===== src/hdl/asrf_pkg.sv =====
package asrf_pkg;

	// Default widths of the tick counter, the phase lengths and the fraction
	localparam int TICK_BITS_DEF = 32;
	localparam int LEN_BITS_DEF  = 24;
	localparam int FRAC_BITS_DEF = 8;

	// Factor field width and the width that holds 1.0 at the widest fraction
	localparam int FACTOR_BITS = 16;
	localparam int MAG_BITS    = FACTOR_BITS + 1;
	localparam int PHASE_BITS  = 2;

	typedef enum logic [PHASE_BITS-1:0] {
		PH_ATTACK   = 2'd0,
		PH_SUSTAIN  = 2'd1,
		PH_RELEASE  = 2'd2,
		PH_FINISHED = 2'd3
	} phase_t;

	typedef enum logic {
		CMD_TRIGGER = 1'b0,
		CMD_FRAME   = 1'b1
	} command_t;

	typedef enum logic [2:0] {
		ST_IDLE,
		ST_ATTACK,
		ST_SUSTAIN,
		ST_RELEASE,
		ST_MUL,
		ST_DSTART,
		ST_DWAIT,
		ST_OUT
	} state_t;

endpackage


===== src/hdl/asrf_if.sv =====
interface asrf_in_if #(
	parameter int TICK_BITS = asrf_pkg::TICK_BITS_DEF,
	parameter int LEN_BITS  = asrf_pkg::LEN_BITS_DEF
);
	import asrf_pkg::*;

	logic                   valid;
	logic                   ready;
	logic                   command;
	logic [TICK_BITS-1:0]   now_ticks;
	logic [LEN_BITS-1:0]    attack_ticks;
	logic [LEN_BITS-1:0]    sustain_ticks;
	logic [LEN_BITS-1:0]    release_ticks;
	logic [FACTOR_BITS-1:0] target_factor;

	modport source (
		output valid, command, now_ticks, attack_ticks, sustain_ticks, release_ticks,
			target_factor,
		input  ready
	);
	modport sink (
		input  valid, command, now_ticks, attack_ticks, sustain_ticks, release_ticks,
			target_factor,
		output ready
	);
endinterface

interface asrf_out_if;
	import asrf_pkg::*;

	logic                   valid;
	logic                   ready;
	logic [FACTOR_BITS-1:0] time_factor;
	logic [PHASE_BITS-1:0]  phase;
	logic                   still_active;

	modport source (
		output valid, time_factor, phase, still_active,
		input  ready
	);
	modport sink (
		input  valid, time_factor, phase, still_active,
		output ready
	);
endinterface


===== src/hdl/asrf_div.sv =====
module asrf_div #(
	parameter int LEN_BITS = asrf_pkg::LEN_BITS_DEF
) (
	input  logic                                      clk,
	input  logic                                      arst_n,
	input  logic                                      start,
	input  logic [asrf_pkg::MAG_BITS+LEN_BITS-1:0]    dividend,
	input  logic [LEN_BITS-1:0]                       divisor,
	output logic                                      done,
	output logic [asrf_pkg::MAG_BITS-1:0]             quotient
);
	import asrf_pkg::*;

	localparam int PROD_BITS = MAG_BITS + LEN_BITS;
	localparam int CNT_BITS  = $clog2(MAG_BITS + 1);

	logic                busy_q;
	logic                done_q;
	logic [CNT_BITS-1:0] cnt_q;
	logic [LEN_BITS-1:0] rem_q;
	logic [LEN_BITS-1:0] den_q;
	logic [MAG_BITS-1:0] quo_q;

	logic [LEN_BITS:0]   trial;
	logic [LEN_BITS:0]   diff;
	logic                ge;

	// One restoring step: shift in the next dividend bit, subtract if it fits
	always_comb begin
		trial = {rem_q, quo_q[MAG_BITS-1]};
		diff  = trial - {1'b0, den_q};
		ge    = (trial >= {1'b0, den_q});
	end

	always_ff @(posedge clk or negedge arst_n) begin
		if (!arst_n) begin
			busy_q <= 1'b0;
			done_q <= 1'b0;
			cnt_q  <= '0;
		end else begin
			done_q <= 1'b0;
			if (start) begin
				busy_q <= 1'b1;
				cnt_q  <= CNT_BITS'(MAG_BITS);
			end else if (busy_q) begin
				cnt_q <= cnt_q - 1'b1;
				if (cnt_q == CNT_BITS'(1)) begin
					busy_q <= 1'b0;
					done_q <= 1'b1;
				end
			end
		end
	end

	// The upper part of the dividend is below the divisor, so the quotient fits MAG_BITS
	always_ff @(posedge clk) begin
		if (start) begin
			rem_q <= dividend[PROD_BITS-1:MAG_BITS];
			quo_q <= dividend[MAG_BITS-1:0];
			den_q <= divisor;
		end else if (busy_q) begin
			rem_q <= ge ? diff[LEN_BITS-1:0] : trial[LEN_BITS-1:0];
			quo_q <= {quo_q[MAG_BITS-2:0], ge};
		end
	end

	assign done     = done_q;
	assign quotient = quo_q;

endmodule


===== src/hdl/attack_sustain_release_factor.sv =====
// Attack-sustain-release envelope on a time-scale factor in unsigned fixed point
// (Q8.8 by default, 1.0 = 1 << FRAC_BITS). A trigger transfer (command 0) stores
// the current tick, the three phase lengths and the target level, arms the
// envelope and gives no result; the block stays idle. A frame transfer (command 1)
// while armed gives one result: the factor ramps linearly from 1.0 to the target
// during attack, holds the target during sustain, ramps back to 1.0 during
// release and is 1.0 once the envelope is over, which disarms it. A frame while
// disarmed is taken and dropped. Elapsed time is modular in TICK_BITS and ramp
// quotients truncate toward the start value. The block works on one transfer at a
// time: the input is ready only in idle. The phase is found by one shared
// subtractor, one length per cycle; a ramp frame then goes through the multiply
// and the shift-subtract divider with its MAG_BITS (17) bit quotient, while
// sustain and finished frames skip both. A result sits in the output register
// until taken, and the next transfer is accepted meanwhile.
module attack_sustain_release_factor #(
	parameter int TICK_BITS = asrf_pkg::TICK_BITS_DEF,
	parameter int LEN_BITS  = asrf_pkg::LEN_BITS_DEF,
	parameter int FRAC_BITS = asrf_pkg::FRAC_BITS_DEF
) (
	input  logic       clk,
	input  logic       arst_n,
	asrf_in_if.sink    in_ch,
	asrf_out_if.source out_ch
);
	import asrf_pkg::*;

	localparam int CMP_BITS  = (TICK_BITS > LEN_BITS) ? TICK_BITS : LEN_BITS;
	localparam int PROD_BITS = MAG_BITS + LEN_BITS;
	localparam logic [MAG_BITS-1:0] ONE = {{(MAG_BITS-1){1'b0}}, 1'b1} << FRAC_BITS;

	state_t state_q, state_d;

	// Envelope state
	logic                 active_q;
	logic [TICK_BITS-1:0] start_q;
	logic [LEN_BITS-1:0]  atk_q;
	logic [LEN_BITS-1:0]  sus_q;
	logic [LEN_BITS-1:0]  rel_q;
	logic [MAG_BITS-1:0]  level_q;

	// Per-frame working registers
	logic [CMP_BITS-1:0]  elapsed_q;
	phase_t               phase_q;
	logic [MAG_BITS-1:0]  factor_q;
	logic [PROD_BITS-1:0] prod_q;

	// Output register
	logic                   out_valid_q;
	logic [FACTOR_BITS-1:0] out_factor_q;
	phase_t                 out_phase_q;
	logic                   out_active_q;

	// FSM outputs
	logic in_ready;
	logic div_start;
	logic out_load;

	logic                 accept;
	logic [CMP_BITS-1:0]  cur_len;
	logic [CMP_BITS:0]    step_diff;
	logic                 in_phase;
	logic                 level_hi;
	logic [MAG_BITS-1:0]  mag;
	logic [LEN_BITS-1:0]  divisor;
	logic                 div_done;
	logic [MAG_BITS-1:0]  quotient;
	logic [MAG_BITS-1:0]  ramp_val;

	assign accept = in_ch.valid && in_ready;

	// Shared subtractor: borrow means the elapsed time lies inside the current phase
	always_comb begin
		case (state_q)
			ST_ATTACK:  cur_len = CMP_BITS'(atk_q);
			ST_SUSTAIN: cur_len = CMP_BITS'(sus_q);
			default:    cur_len = CMP_BITS'(rel_q);
		endcase
		step_diff = {1'b0, elapsed_q} - {1'b0, cur_len};
		in_phase  = step_diff[CMP_BITS];
	end

	// Ramp magnitude |level - 1.0| and the length that divides it
	always_comb begin
		level_hi = (level_q >= ONE);
		mag      = level_hi ? (level_q - ONE) : (ONE - level_q);
		divisor  = (phase_q == PH_RELEASE) ? rel_q : atk_q;
	end

	// Attack runs from 1.0 toward the level, release from the level back to 1.0
	always_comb begin
		if (phase_q == PH_RELEASE) begin
			ramp_val = level_hi ? (level_q - quotient) : (level_q + quotient);
		end else begin
			ramp_val = level_hi ? (ONE + quotient) : (ONE - quotient);
		end
	end

	asrf_div #(
		.LEN_BITS (LEN_BITS)
	) u_div (
		.clk      (clk),
		.arst_n   (arst_n),
		.start    (div_start),
		.dividend (prod_q),
		.divisor  (divisor),
		.done     (div_done),
		.quotient (quotient)
	);

	// Next state
	always_comb begin
		state_d = state_q;
		unique case (state_q)
			ST_IDLE: begin
				if (accept && in_ch.command == CMD_FRAME && active_q)
					state_d = ST_ATTACK;
			end
			ST_ATTACK: begin
				state_d = in_phase ? ST_MUL : ST_SUSTAIN;
			end
			ST_SUSTAIN: begin
				state_d = in_phase ? ST_OUT : ST_RELEASE;
			end
			ST_RELEASE: begin
				state_d = in_phase ? ST_MUL : ST_OUT;
			end
			ST_MUL:    state_d = ST_DSTART;
			ST_DSTART: state_d = ST_DWAIT;
			ST_DWAIT: begin
				if (div_done)
					state_d = ST_OUT;
			end
			ST_OUT: begin
				if (!out_valid_q || out_ch.ready)
					state_d = ST_IDLE;
			end
			default: state_d = ST_IDLE;
		endcase
	end

	// FSM outputs
	always_comb begin
		in_ready  = 1'b0;
		div_start = 1'b0;
		out_load  = 1'b0;
		unique case (state_q)
			ST_IDLE:   in_ready  = 1'b1;
			ST_DSTART: div_start = 1'b1;
			ST_OUT:    out_load  = !out_valid_q || out_ch.ready;
			default: ;
		endcase
	end

	always_ff @(posedge clk or negedge arst_n) begin
		if (!arst_n) begin
			state_q     <= ST_IDLE;
			active_q    <= 1'b0;
			start_q     <= '0;
			atk_q       <= '0;
			sus_q       <= '0;
			rel_q       <= '0;
			level_q     <= ONE;
			out_valid_q <= 1'b0;
		end else begin
			state_q <= state_d;
			// Trigger: latch the envelope and arm it
			if (accept && in_ch.command == CMD_TRIGGER) begin
				start_q  <= in_ch.now_ticks;
				atk_q    <= in_ch.attack_ticks;
				sus_q    <= in_ch.sustain_ticks;
				rel_q    <= in_ch.release_ticks;
				level_q  <= MAG_BITS'(in_ch.target_factor);
				active_q <= 1'b1;
			end
			// Past the end of release: disarm
			if (state_q == ST_RELEASE && !in_phase)
				active_q <= 1'b0;
			if (out_load)
				out_valid_q <= 1'b1;
			else if (out_ch.ready)
				out_valid_q <= 1'b0;
		end
	end

	// Frame datapath
	always_ff @(posedge clk) begin
		unique case (state_q)
			ST_IDLE: begin
				// Wrap the difference at the tick width before widening it
				elapsed_q <= CMP_BITS'(TICK_BITS'(in_ch.now_ticks - start_q));
			end
			ST_ATTACK: begin
				phase_q <= PH_ATTACK;
				if (!in_phase)
					elapsed_q <= step_diff[CMP_BITS-1:0];
			end
			ST_SUSTAIN: begin
				phase_q  <= PH_SUSTAIN;
				factor_q <= level_q;
				if (!in_phase)
					elapsed_q <= step_diff[CMP_BITS-1:0];
			end
			ST_RELEASE: begin
				phase_q  <= in_phase ? PH_RELEASE : PH_FINISHED;
				factor_q <= ONE;
			end
			ST_MUL: begin
				// Elapsed time is below the phase length here, so it fits LEN_BITS
				prod_q <= PROD_BITS'(mag) * PROD_BITS'(elapsed_q[LEN_BITS-1:0]);
			end
			ST_DWAIT: begin
				if (div_done)
					factor_q <= ramp_val;
			end
			default: ;
		endcase
		// Saturate to the factor field on load
		if (out_load) begin
			out_factor_q <= (factor_q[MAG_BITS-1:FACTOR_BITS] != '0) ? '1
				: factor_q[FACTOR_BITS-1:0];
			out_phase_q  <= phase_q;
			out_active_q <= active_q;
		end
	end

	assign in_ch.ready         = in_ready;
	assign out_ch.valid        = out_valid_q;
	assign out_ch.time_factor  = out_factor_q;
	assign out_ch.phase        = out_phase_q;
	assign out_ch.still_active = out_active_q;

endmodule


===== src/flat_wrapper.sv =====
// flat-port wrapper written by rule: the top's interface ports become plain ports
module attack_sustain_release_factor_flat import asrf_pkg::*;
#(
	parameter int TICK_BITS = asrf_pkg::TICK_BITS_DEF,
	parameter int LEN_BITS  = asrf_pkg::LEN_BITS_DEF,
	parameter int FRAC_BITS = asrf_pkg::FRAC_BITS_DEF
)
  (clk, arst_n, in_ch_valid, in_ch_command, in_ch_now_ticks, in_ch_attack_ticks, in_ch_sustain_ticks, in_ch_release_ticks, in_ch_target_factor, in_ch_ready, out_ch_valid, out_ch_time_factor, out_ch_phase, out_ch_still_active, out_ch_ready);
  asrf_in_if #(.TICK_BITS(TICK_BITS), .LEN_BITS(LEN_BITS)) in_ch_i ();
  asrf_out_if out_ch_i ();
  input  logic clk;
  input  logic arst_n;
  input wire logic [$bits(in_ch_i.valid)-1:0] in_ch_valid;
  input wire logic [$bits(in_ch_i.command)-1:0] in_ch_command;
  input wire logic [$bits(in_ch_i.now_ticks)-1:0] in_ch_now_ticks;
  input wire logic [$bits(in_ch_i.attack_ticks)-1:0] in_ch_attack_ticks;
  input wire logic [$bits(in_ch_i.sustain_ticks)-1:0] in_ch_sustain_ticks;
  input wire logic [$bits(in_ch_i.release_ticks)-1:0] in_ch_release_ticks;
  input wire logic [$bits(in_ch_i.target_factor)-1:0] in_ch_target_factor;
  output wire logic [$bits(in_ch_i.ready)-1:0] in_ch_ready;
  output wire logic [$bits(out_ch_i.valid)-1:0] out_ch_valid;
  output wire logic [$bits(out_ch_i.time_factor)-1:0] out_ch_time_factor;
  output wire logic [$bits(out_ch_i.phase)-1:0] out_ch_phase;
  output wire logic [$bits(out_ch_i.still_active)-1:0] out_ch_still_active;
  input wire logic [$bits(out_ch_i.ready)-1:0] out_ch_ready;
  assign in_ch_i.valid = in_ch_valid;
  assign in_ch_i.command = in_ch_command;
  assign in_ch_i.now_ticks = in_ch_now_ticks;
  assign in_ch_i.attack_ticks = in_ch_attack_ticks;
  assign in_ch_i.sustain_ticks = in_ch_sustain_ticks;
  assign in_ch_i.release_ticks = in_ch_release_ticks;
  assign in_ch_i.target_factor = in_ch_target_factor;
  assign in_ch_ready = in_ch_i.ready;
  assign out_ch_valid = out_ch_i.valid;
  assign out_ch_time_factor = out_ch_i.time_factor;
  assign out_ch_phase = out_ch_i.phase;
  assign out_ch_still_active = out_ch_i.still_active;
  assign out_ch_i.ready = out_ch_ready;
  attack_sustain_release_factor #(.TICK_BITS(TICK_BITS), .LEN_BITS(LEN_BITS), .FRAC_BITS(FRAC_BITS)) u_core (.clk(clk), .arst_n(arst_n), .in_ch(in_ch_i), .out_ch(out_ch_i));
endmodule

===== config.mk =====
export PLATFORM = sky130hd
export DESIGN_NAME = attack_sustain_release_factor_flat
export DESIGN_NICKNAME = d
export VERILOG_FILES = /design/src/hdl/asrf_pkg.sv /design/src/hdl/asrf_if.sv /design/src/hdl/asrf_div.sv /design/src/hdl/attack_sustain_release_factor.sv /design/src/flat_wrapper.sv
export SDC_FILE = /design/constraint.sdc
export NUM_CORES = 2
export LEC_CHECK = 0
export ABC_AREA = 1
export BUFFER_PORTS_ARGS = -buffer_cell sky130_fd_sc_hd__buf_2
export CORE_ASPECT_RATIO = 0.8
export CORE_UTILIZATION = 55
export DETAILED_ROUTE_END_ITERATION = 8
export HOLD_SLACK_MARGIN = 0.1
export PLACE_DENSITY = 0.86
export SETUP_SLACK_MARGIN = 0.5
export SLEW_MARGIN = 20
export SYNTH_ARGS = -nofsm -noshare
export SYNTH_HDL_FRONTEND = slang
export SYNTH_SLANG_ARGS = --single-unit

===== constraint.sdc =====
create_clock -name clk -period 6.6 [get_ports clk]
set_input_delay 0.33 -clock clk [delete_from_list [all_inputs] [get_ports clk]]
set_output_delay 0.33 -clock clk [all_outputs]
set_load 0.01 [all_outputs]

==> flow_metrics.py <==
metrics = {
    "status": {
        "outcome": "finished with violations",
        "violations": "setup timing",
    },
    "drt": {
        "avgViaCountPerCell": 5.66,
        "dr_total_vias": 33322,
        "wl_per_cell_um": 20.0,
        "wirelength_um": 118000,
        "drtAntennaViolNets": 0,
        "drcViolationCount": 0,
        "first_pass_iters": 8,
        "initialDrtViolationCount": 3854,
    },
    "sta": {
        "finClkSkew_ns": 0.0449,
        "layout_setup_ws_ns": -0.206,
        "finalSetupTns_ns": -2.77,
        "rsz0062_at_grt": "yes",
        "hold_ws_ns": 0.186,
        "drv_slew": 0,
        "worst_pin_slew_ns": 1.20,
        "hold_viol": 0,
        "relSlewSlack_pct": 18.8,
        "setup_violations": 24,
        "fin_crit_ns": 6.81,
        "timing.fmax_mhz": 147,
        "post-route-period-util_pct": 103,
    },
    "cells_and_area": {
        "fillers": 4880,
        "nets": 5698,
        "final_cell_mix": "nand2_1 (1345), inv_1 (827), nor2_1 (359)",
        "final_common_cell": "nand2_1",
        "area_growth_pct": 20.3,
        "drive_gt1_share_pct": 14.3,
    },
    "floorplan": {
        "rows": 81,
        "start_util_pct": 55.7,
        "core_area_sq_um": 61200,
        "die_area_sq_um": 63000,
        "die_h_um": 225,
        "die_w_um": 280,
        "pin_count": 146,
    },
    "logic_synthesis": {
        "yosys.area_share.adder_pct": 27.6,
        "muxShareOfSynthArea_pct": 0.0293,
        "synth_xor_area_share_pct": 1.97,
        "synth_compound_area_share_pct": 7.36,
        "synth_area_leaders": "fa_1 (20%), edfxtp_1 (15%), nand2_1 (15%)",
        "yosysTopAreaCellShare_pct": 19.5,
        "netlist_area_sq_um": 34100,
        "synthFlopType": "edfxtp_1",
        "ys_seq_elements": 308,
        "synth_area_leader_cell": "fa_1",
        "synth_top_family_by_area": "adder cells",
        "synth_simple_gate_area_share_pct": 26.4,
        "synth-edff-count": 176,
        "ys_warn_count": 0,
        "synth-seq-area-share_pct": 25.2,
        "avgSynthCellArea_sq_um": 7.39,
        "syn_inst": 4614,
        "ys_types": 50,
        "async_reset_ff_share_pct": 42.9,
        "syn-num-nets": 5291,
    },
    "min_path": {
        "hold-path-cell-count": 5,
        "hold_path_class": "in2reg",
        "min_from": "in_ch_valid",
    },
    "setup_path": {
        "crit_path_end_kind": "flop",
        "crit_fanout": 7,
        "crit_path_frequent_cell": "fa_1",
        "crit_start": "u_core.level_q[10]",
        "cp-start-kind": "flop",
        "crit_type": "reg2reg",
        "crit_arrival_ns": 7.13,
        "critical_path.max_stage_delay_ns": 0.51,
        "r2r_start": "u_core.level_q[10]",
        "ff2ff_path_depth": 29,
        "cp.required_ns": 6.92,
        "cp_slowest_cell": "fa_1",
    },
    "power_and_ir_drop": {
        "p_switching_w": 0.00727,
        "power.density_nw_per_um2": 385,
        "finalPower_w": 0.0158,
        "sw_frac_of_total_pct": 46.1,
        "peakVddDrop_v": 0.000655,
        "pwr-share-seq_pct": 15.0,
        "p_comb_share_pct": 72.2,
        "p_int_w": 0.00851,
        "clkPwrFrac_pct": 12.8,
        "p_leak_nw": 20.7,
    },
    "cts": {
        "clockBufferDepth": 3,
        "root_buffer": "clkbuf_16",
        "cts_tree": "done",
        "cts.sinks": 308,
        "clk_pin_slew_ns": 0.07,
        "insertion_delay_ns": 0.59,
        "htreeDepth": 2,
        "cts_buffers": 34,
    },
    "global_route": {
        "grt_use_total_pct": 37.8,
        "grt-ovfl-total": 0,
        "antenna_found_initial": 13,
        "grt_max_degree": 189,
        "grt_pass1_wl_um": 182000,
        "grt_pass1_vias": 33331,
    },
    "placed_design": {
        "dpl.hpwl_um": 87100,
        "gp_congestion": 1.01,
        "port_buffers": 145,
    },
    "job": {
        "cap_violations": 0,
    },
}
==> worst paths after layout <==
| kind | end | slack, ns |
|---|---|---|
| worst max-delay path | u_core.prod_q[33] | -0.21 |
| worst min-delay path | u_core.state_q[0] | 0.19 |
| worst max register to register | u_core.prod_q[33] | -0.21 |
| worst min register to register | u_core.sus_q[6] | 0.48 |
| max in group asynchronous | u_core.sus_q[10] | 4.79 |
| min in group asynchronous | u_core.rel_q[12] | 0.37 |
==> state kept, by name (all words and copies together) (netlist names) <==
name and count:
u_core.active_q 1, u_core.atk_q 24, u_core.elapsed_q 32, u_core.factor_q 17, u_core.level_q 16, u_core.out_ch.phase 2, u_core.out_ch.still_active 1, u_core.out_ch.time_factor 16
u_core.out_ch.valid 1, u_core.phase_q 2, u_core.prod_q 41, u_core.rel_q 24, u_core.start_q 32, u_core.state_q 3, u_core.sus_q 24, u_core.u_div.busy_q 1
u_core.u_div.cnt_q 5, u_core.u_div.den_q 24, u_core.u_div.done 1, u_core.u_div.quotient 17, u_core.u_div.rem_q 24
==> area by class of cell <==
type / instances / area [sq um] / share of cell area (%)
well taps: 830 / 1040 / 2.53
clock buffers: 46 / 931 / 2.27
diodes: 7 / 17.5 / 0.0427
clock inverters: 16 / 219 / 0.534
multi-input cells: 3296 / 22900 / 55.9
repair buffers: 499 / 3960 / 9.65
inverters: 882 / 3350 / 8.15
flip-flops and latches: 308 / 8590 / 20.9
==> critical path, delay by kind of cell, from the launching register on <==
| kind | cells | cell delay, ns |
|---|---|---|
| XOR/XNOR | 1 | 0.23 |
| AND/OR/NAND/NOR | 12 | 1.68 |
| adder cells (fa/ha/maj) | 7 | 3.21 |
| flip-flops | 1 | 0.41 |
| buffers and inverters | 9 | 0.97 |
==> cell usage after synthesis, types with 10 or more instances <==
cell type	n
nand3_1	252
dfrtp_1	131
o21ai_0	240
nand2_1	1392
nand4_1	24
fa_1	333
xnor2_1	20
edfxtp_1	176
nor2_1	394
a21oi_1	195
nor3_1	38
ha_1	219
or2_2	24
xor2_1	51
buf_2	32
inv_1	860
o21bai_1	10
nand3b_1	30
inv_2	15
clkbuf_1	72
buf_4	13
==> per-stage QoR <==
stage / utilization [%] / worst slack [ns] / std cells / area (sq um)
5_1_grt: 67.0 / -0.457 / 5880 / 41000
2_1_floorplan: - / 0.465 / 4614 / 34600
3_3_place_gp: 61.0 / -0.212 / 5662 / 37400
6_report: 67.0 / -0.206 / 5884 / 41000
3_5_place_dp: 61.1 / -0.267 / 5663 / 37400
4_1_cts: 65.7 / 0.00554 / 5859 / 40200
==> cell families after synthesis <==
group | count (synthesis)
XOR/XNOR | 74
AND/OR/NAND/NOR | 2188
flip-flops | 308
multiplexers | 1
buffers and inverters | 1011
AO/OA/AOI/OAI | 480
adder cells (fa/ha/maj) | 552
==> power by group through the flow <==
stage                     logic (W)  clock network [W]  registers, W
after floorplan             0.00534                  0       0.00239
after global placement      0.00844                  0       0.00239
after detailed placement    0.00859                  0       0.00240
after CTS                   0.00947            0.00201       0.00236
after global routing         0.0122            0.00210       0.00236
final                        0.0114            0.00202       0.00236
==> what timing repair did <==
item	in CTS	in global routing
endpoints found under the setup margin	30	32
resized for setup	88	163
endpoints found under the hold margin	190	0
gates cloned	1	1
pin swaps	11	48
setup buffers	11	17
hold buffers	122	0
==> routing by layer <==
metal  GRT usage, %  vias to the layer above  wire, um
met4           18.0                        8      6300
li1               -                    15050         -
met5              0                        -        50
met3           14.4                      489     16100
met1           47.0                    15732     44000
met2           58.1                     2043     51500
(Power assumes the default switching activity.)
